--- config.mk ---
export PLATFORM = sky130hd
export DESIGN_NAME = tpca_need
export DESIGN_NICKNAME = d
export VERILOG_FILES = /design/src/design/tpca_pkg.sv /design/src/design/tpca_need.sv
export SDC_FILE = /design/constraint.sdc
export NUM_CORES = 1
export LEC_CHECK = 0
export BUFFER_PORTS_ARGS = -buffer_cell sky130_fd_sc_hd__buf_2
export CAP_MARGIN = 0
export CORE_AREA = 2 2 39 41
export DETAILED_ROUTE_END_ITERATION = 12
export DIE_AREA = 0 0 41 43
export GPL_ROUTABILITY_DRIVEN = 0
export PLACE_DENSITY_LB_ADDON = 0.1
export SLEW_MARGIN = 20
export SYNTH_ARGS = -nofsm -noshare
export SYNTH_HDL_FRONTEND = slang
export SYNTH_SLANG_ARGS = --single-unit
--- constraint.sdc ---
create_clock -name vclk -period 1.2
set_input_delay 0 -clock vclk [all_inputs]
set_output_delay 0 -clock vclk [all_outputs]
set_load 0.01 [all_outputs]
--- src/design/tpca_pkg.sv ---
// Shared constants, codes and handshake structs for the two-pool chunk allocator.
`timescale 1ns / 1ps
`default_nettype none

package tpca_pkg;

    // Pool geometry
    localparam int SMALL_SLOT_BYTES = 32;
    localparam int LARGE_SLOT_BYTES = 256;
    localparam int SMALL_SLOTS      = 1024;
    localparam int LARGE_SLOTS      = 256;
    localparam int SMALL_LIMIT      = 3 * SMALL_SLOT_BYTES;

    // Field widths
    localparam int BYTES_W     = 16;
    localparam int NEED_W      = 17;
    localparam int FIDX_W      = 10;
    localparam int GIDX_W      = 10;
    localparam int GSLOTS_W    = 11;
    localparam int STATUS_W    = 2;
    localparam int SMALL_LEN_W = $clog2(SMALL_SLOTS + 1);
    localparam int LARGE_LEN_W = $clog2(LARGE_SLOTS + 1);

    // Command codes
    localparam logic CMD_ALLOC = 1'b0;
    localparam logic CMD_FREE  = 1'b1;

    // Pool codes
    localparam logic POOL_SMALL = 1'b0;
    localparam logic POOL_LARGE = 1'b1;

    // Status codes
    localparam logic [STATUS_W-1:0] ST_OK      = 2'd0;
    localparam logic [STATUS_W-1:0] ST_NOSPACE = 2'd1;
    localparam logic [STATUS_W-1:0] ST_NOTUSED = 2'd2;

    typedef struct packed {
        logic              cmd;
        logic [NEED_W-1:0] need;
        logic [FIDX_W-1:0] idx;
    } pool_op_t;

    typedef struct packed {
        logic                done;
        logic                grant;
        logic [STATUS_W-1:0] status;
        logic [GIDX_W-1:0]   index;
        logic [GSLOTS_W-1:0] slots;
    } pool_res_t;

endpackage

`default_nettype wire

--- src/design/tpca_need.sv ---
// Request sizing: picks the pool and the slot count for an allocate beat.
`timescale 1ns / 1ps
`default_nettype none

module tpca_need
    import tpca_pkg::*;
(
    input  wire logic [BYTES_W-1:0] request_bytes,
    output logic                    pool,
    output logic [NEED_W-1:0]       need
);

    localparam int SMALL_SHIFT = $clog2(SMALL_SLOT_BYTES);
    localparam int LARGE_SHIFT = $clog2(LARGE_SLOT_BYTES);

    logic [NEED_W-1:0] padded;

    assign padded = NEED_W'(request_bytes) + NEED_W'(4);

    always_comb
    begin
        if (NEED_W'(request_bytes) > NEED_W'(SMALL_LIMIT))
        begin
            pool = POOL_LARGE;
            need = (padded >> LARGE_SHIFT) + NEED_W'(1);
        end
        else
        begin
            pool = POOL_SMALL;
            need = (padded >> SMALL_SHIFT) + NEED_W'(1);
        end
    end

endmodule

`default_nettype wire

# Yosys cells after proc, flatten, opt, wreduce, memory -nomap -nowiden

Index checks and enable logic that the tools add are counted.

Logic and storage cells: 6
Register bits after elaboration: 0
Output and inout port bits: 18
Input port bits: 16

Muxes and demuxes: 2
$add $sub $neg: 3
Magnitude comparators: 1

Operator list:

| operator              | number |
|---|---|
| $add 16x3->17 const B | 1 |
| $mux 17               | 1 |
| $gt 16x7->1 const B   | 1 |
| $add 12x1->13 const B | 1 |
| $add 9x1->10 const B  | 1 |
| $mux 1                | 1 |

# Logic depth before layout (Yosys ltp)

Gate-level depths: netlist of the first run.

Word-level depth: 3
Gate-level depth with buffers: 7
Gate-level depth less buffers: 6

# Worst setup path after synthesis of the first run

OpenSTA, ideal clock, no wires.

Path type: input port to output port
From: input port request_bytes[2]
To: output port need[2]
Stages: 4
Buffers on the path: 0
Required time: 1.200 ns
Arrival: 1.078 ns
Setup slack: 0.122 ns
Cell sequence: or4_4 > o211ai_2 > nand4_2 > o21ai_1

Cells in the longest elaborated chain, start to end: 3
Elaborated cells on any way between the ends: 5
Classes of those cells: 3 x add/sub; 1 x order compare; 1 x mux

RTL lines:

| element                                              | RTL line                         | RTL |
|---|---|---|
| start: declaration                                   | tpca_need.sv:8                   | `input wire logic [BYTES_W-1:0] request_bytes,` |
| $add 16x3->17                                        | tpca_need.sv:18                  | `assign padded = NEED_W'(request_bytes) + NEED_W'(4);` |
| $add 12x1->13 / $add 9x1->10 (equally long branches) | tpca_need.sv:30, tpca_need.sv:25 |  |
| $mux 17 *                                            | tpca_need.sv:22                  | `if (NEED_W'(request_bytes) > NEED_W'(SMALL_LIMIT))` |
| end: declaration                                     | tpca_need.sv:10                  | `output logic [NEED_W-1:0] need` |

Every way passes the cells marked *; elsewhere a longest branch is shown, timed or not.

# Worst setup path after layout of the first run

From: input port request_bytes[1]
To: output port need[0]

Same word-level chain as after synthesis.

==> results of run 1 <==
## layer usage
metal	global-route usage, %	up-vias	wire (um)
met5	0	-	0
met4	0	0	0
met3	0	0	87
met2	18.8	20	394
met1	13.0	180	362
li1	-	208	-
## cell families after synthesis
kind of cell / synth area share (%)
adders and majority gates: 3.73
and+or+nand+nor: 32.1
buffers and inverters: 21.3
other: 1.12
xor gates and xnor gates: 23.5
AOI/OAI and AO/OA: 18.3
## through the flow
step,instances,hold WS (ns),util (%),power (mW)
floorplan,54,0.0801,-,0.0971
global placement,91,0.299,34.5,0.155
detailed placement,91,0.299,34.5,0.154
CTS,91,0.301,35.0,0.157
global route,91,0.310,35.0,0.177
finish,91,0.300,35.0,0.154
## cell usage after synthesis
cell type,number,share of area [%]
clkbuf_1,1,1.1
and4_1,2,5.2
nor2_1,2,2.2
ha_1,1,3.7
conb_1,1,1.1
o21ai_1,2,3.0
nand4_2,1,3.7
a21o_1,1,2.2
a22o_2,1,3.0
or4_4,1,3.4
buf_4,8,18
o21a_1,1,2.2
o211ai_2,1,3.7
inv_1,2,2.2
and3_1,4,7.5
nor3_1,1,1.5
a21oi_1,1,1.5
nand2_1,3,3.4
nand3_1,1,1.5
nor4_1,1,1.9
a31o_2,1,2.6
xnor2_1,6,16
nand4_1,1,1.9
xor2_1,3,7.8
## report_power, final
| part | internal, mW | switching [mW] |
|---|---|---|
| Clock | 0 | 0 |
| Sequential | 0 | 0 |
| Combinational | 0.0727 | 0.0817 |
| Total | 0.0727 | 0.0817 |
## worst max path at each step
stage	start	to	slack (ns)	depth (start not counted)
2_1_floorplan	request_bytes[2]	need[2]	0.12	4
3_3_place_gp	request_bytes[2]	need[0]	-0.06	6
3_5_place_dp	request_bytes[2]	need[0]	-0.07	6
4_1_cts	request_bytes[1]	need[0]	-0.07	6
5_1_grt	request_bytes[1]	need[0]	-0.11	6
6_report	request_bytes[1]	need[0]	-0.05	6
## area by class of cell
class	count	area [sq um]
fill	162	900
inverter	2	7.51
multi-input combinational	43	290
tap	16	20.0
timing repair buffer	30	166
## worst min-delay path, cell delays in order
cell     delay [ns]
buf_2          0.11
xnor2_1        0.06
buf_2          0.13
## what timing repair did
item,in CTS,in global routing
gates resized for setup,1,0
pin swaps,3,3
setup endpoints to repair,4,4
==> reports/qor.csv, run 1 <==
metric,value,unit
place_ws,-0.0716,ns
violations,setup timing,
fin_crit,1.25,ns
synth_cell_type_count,24,
placed_cell_area,478,sq um
critPathBufInv,2,
stdcell_area,484,sq um
fin_crit_sh,104,%
grt_pass1_wl,1.37,mm
coreArea,1380,sq um
num_vias,408,
critPathSlowestCell,or4_4,
status,"finished, violations left",
hold_path.class,in2out,
ant_nets,0,
synth_area,335,sq um
grt_max_degree,8,
finalSetupViolations,4,
first_pass_iters,3,
initial_core_util,24.2,%
worstSetupPathType,in2out,
hold_violations,0,
final_nets,94,
final_common_cell,buf_2,
mostFrequentLayoutCells,"buf_2, conb_1, xnor2_1, and3_1, buf_4",
antennaDiodeCount,0,
clockBufferCount,0,
synth_warnings,0,
grt_pass1_vias,373,
overflow,0,
avgSynthCellArea,7.13,sq um
finalMaxSlewViolations,0,
cp_max_fo,4,
syn_inst,47,
cp_slowest_stage_delay,0.52,ns
postCtsSetupRepairBufs,0,
fmax,798,MHz
cp.required,1.20,ns
io_pins,34,
routed_wl,844,um
tns,-0.0856,ns
min_to,need[4],
hold_depth,3,
hold_buffers,0,
synth.yosys.seq_area_share,0,%
drc,0,
num_rows,14,
max_cap_violations,0,
drt_iter0_drc,1,
setup_ws,-0.0531,ns
drive_above_1_share,46.7,%
regArea,0,sq um
crit_family,simple AND/OR/NAND/NOR gates,
die_area,1760,sq um
io_buffer_count,26,
drt-wirelength-per-cell,9.27,um
antenna_found_initial,0,
p_leak,0.277,nW
track_usage,10.1,%
start_kind,input port,
vias_per_cell,4.48,
die_w,41,um
rsz0062_at_grt,true,
peakVddDrop,0.0985,mV
endpoint_kind,output pin,
flops_and_latches,0,
area_delta_synth_final,44.4,%
hpwlAfterDp,736,um
crit_arrival,1.25,ns
hold_start,request_bytes[12],
die_h,43,um
power_density,319,nW/um^2
cp_cell_sequence,buf_6 > or4_4 > o211ai_2 > nand4_2 > o21a_1 > buf_2,
Note: power is estimated with default switching activity, not from simulation.
==> run 2: changes to the inputs <==
ABC_AREA = 1   (was default)
CORE_AREA = default   (was 2 2 39 41)
CORE_MARGIN = 2   (was default)
CORE_UTILIZATION = 40   (was default)
DIE_AREA = default   (was 0 0 41 43)
==> reports/qor.csv, run 2 <==
metric,value,unit,change
status,"finished, final reports clean",,"was finished, violations left"
grt_max_degree,8,,unchanged
area_delta_synth_final,51.2,%,was 44.4%
die_area,1830,sq um,was 1760 sq um
drt_iter0_drc,16,,was 1
met3_usage,0,%,unchanged
overflow,0,,unchanged
track_usage,17.0,%,was 10.1%
p_int,0.102,mW,was 0.0727 mW
final_common_cell,nand2_1,,was buf_2
fin_crit,1.16,ns,was 1.25 ns
power_frac_clock,0,%,about the same
placed_cell_area,731,sq um,was 478 sq um
finalSetupViolations,0,,was 4
antennaDiodeCount,0,,unchanged
grt_pass1_vias,695,,was 373
hold_path.class,in2out,,unchanged
synth_cell_type_count,20,,was 24
endpoint_kind,output pin,,unchanged
power_density,285,nW/um^2,was 319 nW/um^2
synth_most_common_cell,nand2_1,,was buf_4
setup_ws,0.0439,ns,was -0.0531 ns
initial_core_util,44.5,%,was 24.2%
ant_nets,0,,unchanged
syn_inst,118,,was 47
finalMaxSlewViolations,0,,unchanged
busiest_layer,met2,,unchanged
tns,0,ns,was -0.0856 ns
fin_crit_sh,96.3,%,was 104%
drt-wirelength-per-cell,11.1,um,was 9.27 um
switching_share,60.7,%,was 52.9%
seq_power_share,0,%,about the same
grtUsageMet1,22.5,%,was 13.0%
cp_max_fo,7,,was 4
synth_warnings,0,,unchanged
max_cap_violations,0,,unchanged
die_w,42.8,um,was 41 um
yosysTopAreaCellShare,26.9,%,was 17.9%
hpwlAfterDp,1.31,mm,was 736 um
flops_and_latches,0,,unchanged
rsz0062_at_grt,true,,unchanged
regArea,0,sq um,unchanged
synth.yosys.seq_area_share,0,%,unchanged
synthTopCellsByCount,"nand2_1, inv_1, nand3_1",,"was buf_4, xnor2_1, and3_1"
first_pass_iters,4,,was 3
switchingPower,0.157,mW,was 0.0817 mW
drive_above_1_share,41.6,%,was 46.7%
num_vias,846,,was 408
hold_violations,0,,unchanged
drc,0,,unchanged
worstSetupPathType,in2out,,unchanged
crit_arrival,1.16,ns,was 1.25 ns
vias_per_cell,5.16,,was 4.48
start_kind,input port,,unchanged
clockBufferCount,0,,unchanged
place_ws,0.0370,ns,was -0.0716 ns
num_rows,13,,was 14
coreArea,1350,sq um,was 1380 sq um
p_leak,0.514,nW,was 0.277 nW
synth_area,601,sq um,was 335 sq um
hold_buffers,0,,unchanged
grt_pass1_wl,2.59,mm,was 1.37 mm
antenna_found_initial,0,,unchanged
io_pins,34,,unchanged
io_buffer_count,26,,unchanged
avgSynthCellArea,5.09,sq um,was 7.13 sq um
stdcell_area,908,sq um,was 484 sq um
gr-usage-met2,32.1,%,was 18.8%
mostFrequentLayoutCells,"nand2_1, buf_2, inv_1, nand3_1",,"was buf_2, conb_1, xnor2_1, and3_1, buf_4"
final_nets,168,,was 94
cp.required,1.20,ns,about the same
synth_top_area_cell,nand2_1,,was buf_4
routed_wl,1.83,mm,was 844 um
power_frac_comb,100.0,%,about the same
peakVddDrop,0.176,mV,was 0.0985 mV
synth.top_cells.by_area,"nand2_1, nand3_1, inv_1",,"was buf_4, xnor2_1, xor2_1"
die_h,42.8,um,was 43 um
final_util,67.3,%,was 35.0%
fmax,865,MHz,was 798 MHz
-- run 2: cell count changes after synthesis, moves of 2 or more --
cell	change
and3_1	-4
inv_1	+16
xnor2_1	-4
o21ai_1	-2
nor2_4	+3
nand2_2	+3
nand2_1	+40
and4_1	-2
nor2_1	+4
nand3_2	+3
o21ai_0	+4
nand3_1	+13
nor3_1	+2
-- run 2: logic make-up (layout without fill, tap and decap cells) --
group / after synthesis / in the layout / synth area share [%]
AOI/OAI and AO/OA: 6 / 6 / 5.42
xor gates and xnor gates: 4 / 4 / 5.83
adders and majority gates: 1 / 1 / 2.08
buffers and inverters: 26 / 50 / 21.2
other: 1 / 8 / 0.624
and+or+nand+nor: 80 / 80 / 64.8
-- run 2: metrics by stage --
stage / hold WS (ns) / cells / total power, mW
final: 0.365 / 164 / 0.259
after global routing: 0.434 / 164 / 0.285
after detailed placement: 0.372 / 160 / 0.199
after global placement: 0.356 / 160 / 0.197
after CTS: 0.371 / 160 / 0.200
after floorplan: 0.163 / 125 / 0.142
-- run 2: repair_timing --
action / in CTS / in global routing
resized for setup: 0 / 37
endpoints found under the setup margin: 0 / 7
setup buffers: 0 / 4
-- run 2: cell type report --
cell class / instances / area, sq um
Timing Repair Buffer: 32 / 204
Multi-Input combinational cell: 99 / 618
Fill cell: 127 / 442
Tap cell: 15 / 18.8
Inverter: 18 / 67.6
-- run 2: final timing paths --
check,start,end,slack [ns],cells past startpoint
max,request_bytes[4],need[1],0.04,10
min,request_bytes[15],need[8],0.37,4
-- run 2: worst max-delay path: stages --
cell and delay [ns]:
buf_2 0.11, nand2_4 0.07, nor2_4 0.13, buf_12 0.14, xnor2_2 0.10, inv_1 0.07, ha_1 0.27, nand3_1 0.08
nand2_1 0.05, buf_2 0.13
-- run 2: power groups by stage --
stage,sequential (mW),combinational (mW),clock (mW)
floorplan,0,0.142,0
global placement,0,0.197,0
detailed placement,0,0.199,0
CTS,0,0.200,0
global route,0,0.285,0
finish,0,0.259,0
-- run 2: layer usage --
layer / share of wire [%] / vias up
met3: 5.3 / 2
met4: 0.82 / 0
li1: - / 424
met5: 0 / -
met1: 42 / 392
met2: 52 / 28
==> run 3: changes to the inputs <==
CORE_MARGIN = default   (was 2)
==> reports/qor.csv, run 3 (synthesis results as in run 2) <==
metric,value,unit,change
cp.required,1.20,ns,about the same
finalMaxSlewViolations,0,,unchanged
first_pass_iters,4,,unchanged
die_w,40.8,um,was 42.8 um
grt_pass1_vias,602,,was 695
die_h,40.8,um,was 42.8 um
holdWs,0.357,ns,was 0.365 ns
hold_path.class,in2out,,unchanged
ant_nets,0,,unchanged
flops_and_latches,0,,unchanged
instances_no_fill,162,,was 164
finalSetupViolations,0,,unchanged
setup_ws,0.0582,ns,was 0.0439 ns
max_cap_violations,0,,unchanged
place_ws,0.0112,ns,was 0.0370 ns
critPathBufInv,3,,was 4
fin_crit_sh,95.2,%,was 96.3%
rsz0062_at_grt,true,,unchanged
final_util,65.1,%,was 67.3%
hold_start,request_bytes[15],,unchanged
peakVddDrop,0.187,mV,was 0.176 mV
crit_arrival,1.14,ns,was 1.16 ns
vias_per_cell,4.96,,was 5.16
cp_cell_sequence,buf_6 > nand2_8 > nor2_4 > xnor2_1 > inv_1 > ha_4 > nand3_2 > nand2_1 > buf_2,,was buf_2 > nand2_4 > nor2_4 > buf_12 > xnor2_2 > inv_1 > ha_1 > nand3_1 > nand2_1 > buf_2
initial_core_util,44.5,%,unchanged
grt_max_degree,8,,unchanged
nFillCells,128,,was 127
grt_pass1_wl,2.44,mm,was 2.59 mm
final_nets,166,,was 168
drc,0,,unchanged
io_pins,34,,unchanged
mostFrequentLayoutCells,"nand2_1, buf_2, inv_1, nand3_1, conb_1",,"was nand2_1, buf_2, inv_1, nand3_1"
overflow,0,,unchanged
fmax,876,MHz,was 865 MHz
numPlacedInstances,160,,unchanged
drt_iter0_drc,9,,was 16
drive_above_1_share,37.4,%,was 41.6%
cp_max_fo,7,,unchanged
worstSetupPathType,in2out,,unchanged
antennaDiodeCount,0,,unchanged
area_delta_synth_final,46.2,%,was 51.2%
coreArea,1350,sq um,unchanged
regArea,0,sq um,unchanged
routed_wl,1.65,mm,was 1.83 mm
hold_violations,0,,unchanged
placed_cell_area,731,sq um,unchanged
hold_depth,4,,unchanged
num_rows,13,,unchanged
finalPower,0.252,mW,was 0.259 mW
status,"finished, final reports clean",,unchanged
die_area,1660,sq um,was 1830 sq um
num_vias,804,,was 846
power_density,287,nW/um^2,was 285 nW/um^2
track_usage,20.6,%,was 17.0%
stdcell_area,878,sq um,was 908 sq um
start_kind,input port,,unchanged
drt-wirelength-per-cell,10.2,um,was 11.1 um
antenna_found_initial,0,,unchanged
hpwlAfterDp,1.28,mm,was 1.31 mm
io_buffer_count,26,,unchanged
endpoint_kind,output pin,,unchanged
fin_crit,1.14,ns,was 1.16 ns
crit_family,simple AND/OR/NAND/NOR gates,,was buffers and inverters
tns,0,ns,unchanged
p_leak,0.495,nW,was 0.514 nW
min_to,need[8],,unchanged
clockBufferCount,0,,unchanged
cp_slowest_stage_delay,0.27,ns,about the same
final_common_cell,nand2_1,,unchanged
critPathSlowestCell,ha_4,,was ha_1
-- run 3: changes by cell type in the layout (fill, tap and decap cells not counted), sizes merged --
cell	previous run	this run
buf	32	30
-- run 3: power by group --
part           leakage (nW)  switching [mW]  total, mW  internal [mW]
clock                     0               0          0              0
sequential                0               0          0              0
combinational         0.495           0.151      0.252          0.101
total                 0.495           0.151      0.252          0.101
-- run 3: timing repair --
action                     4_1_cts  5_1_grt
setup endpoints to repair        0        7
gates resized for setup          0       31
hold buffers                     0        0
setup buffers                    0        2
-- run 3: worst max path at each step --
stage                      start  endpoint  slack [ns]  cells past startpoint
6_report        request_bytes[2]   need[1]        0.06                      9
5_1_grt         request_bytes[4]   need[7]       -0.08                     11
4_1_cts         request_bytes[2]   need[7]       0.005                     11
3_5_place_dp    request_bytes[2]   need[7]        0.01                     11
3_3_place_gp    request_bytes[2]   need[6]        0.04                     11
2_1_floorplan  request_bytes[14]   need[0]        0.27                      5
-- run 3: metal layers --
metal  global-route usage (%)  wire length, um  vias to the layer above
li1                         -                -                      416
met2                     38.9              851                       23
met1                     27.2              722                      363
met3                    0.543               62                        2
met5                        0                0                        -
met4                        0               13                        0
-- run 3: final cells by class --
class	instances	area, sq um	share of cell area (%)
multi-input cells	99	602	68.5
well taps	15	18.8	2.14
repair buffers	30	190	21.7
inverters	18	67.6	7.69
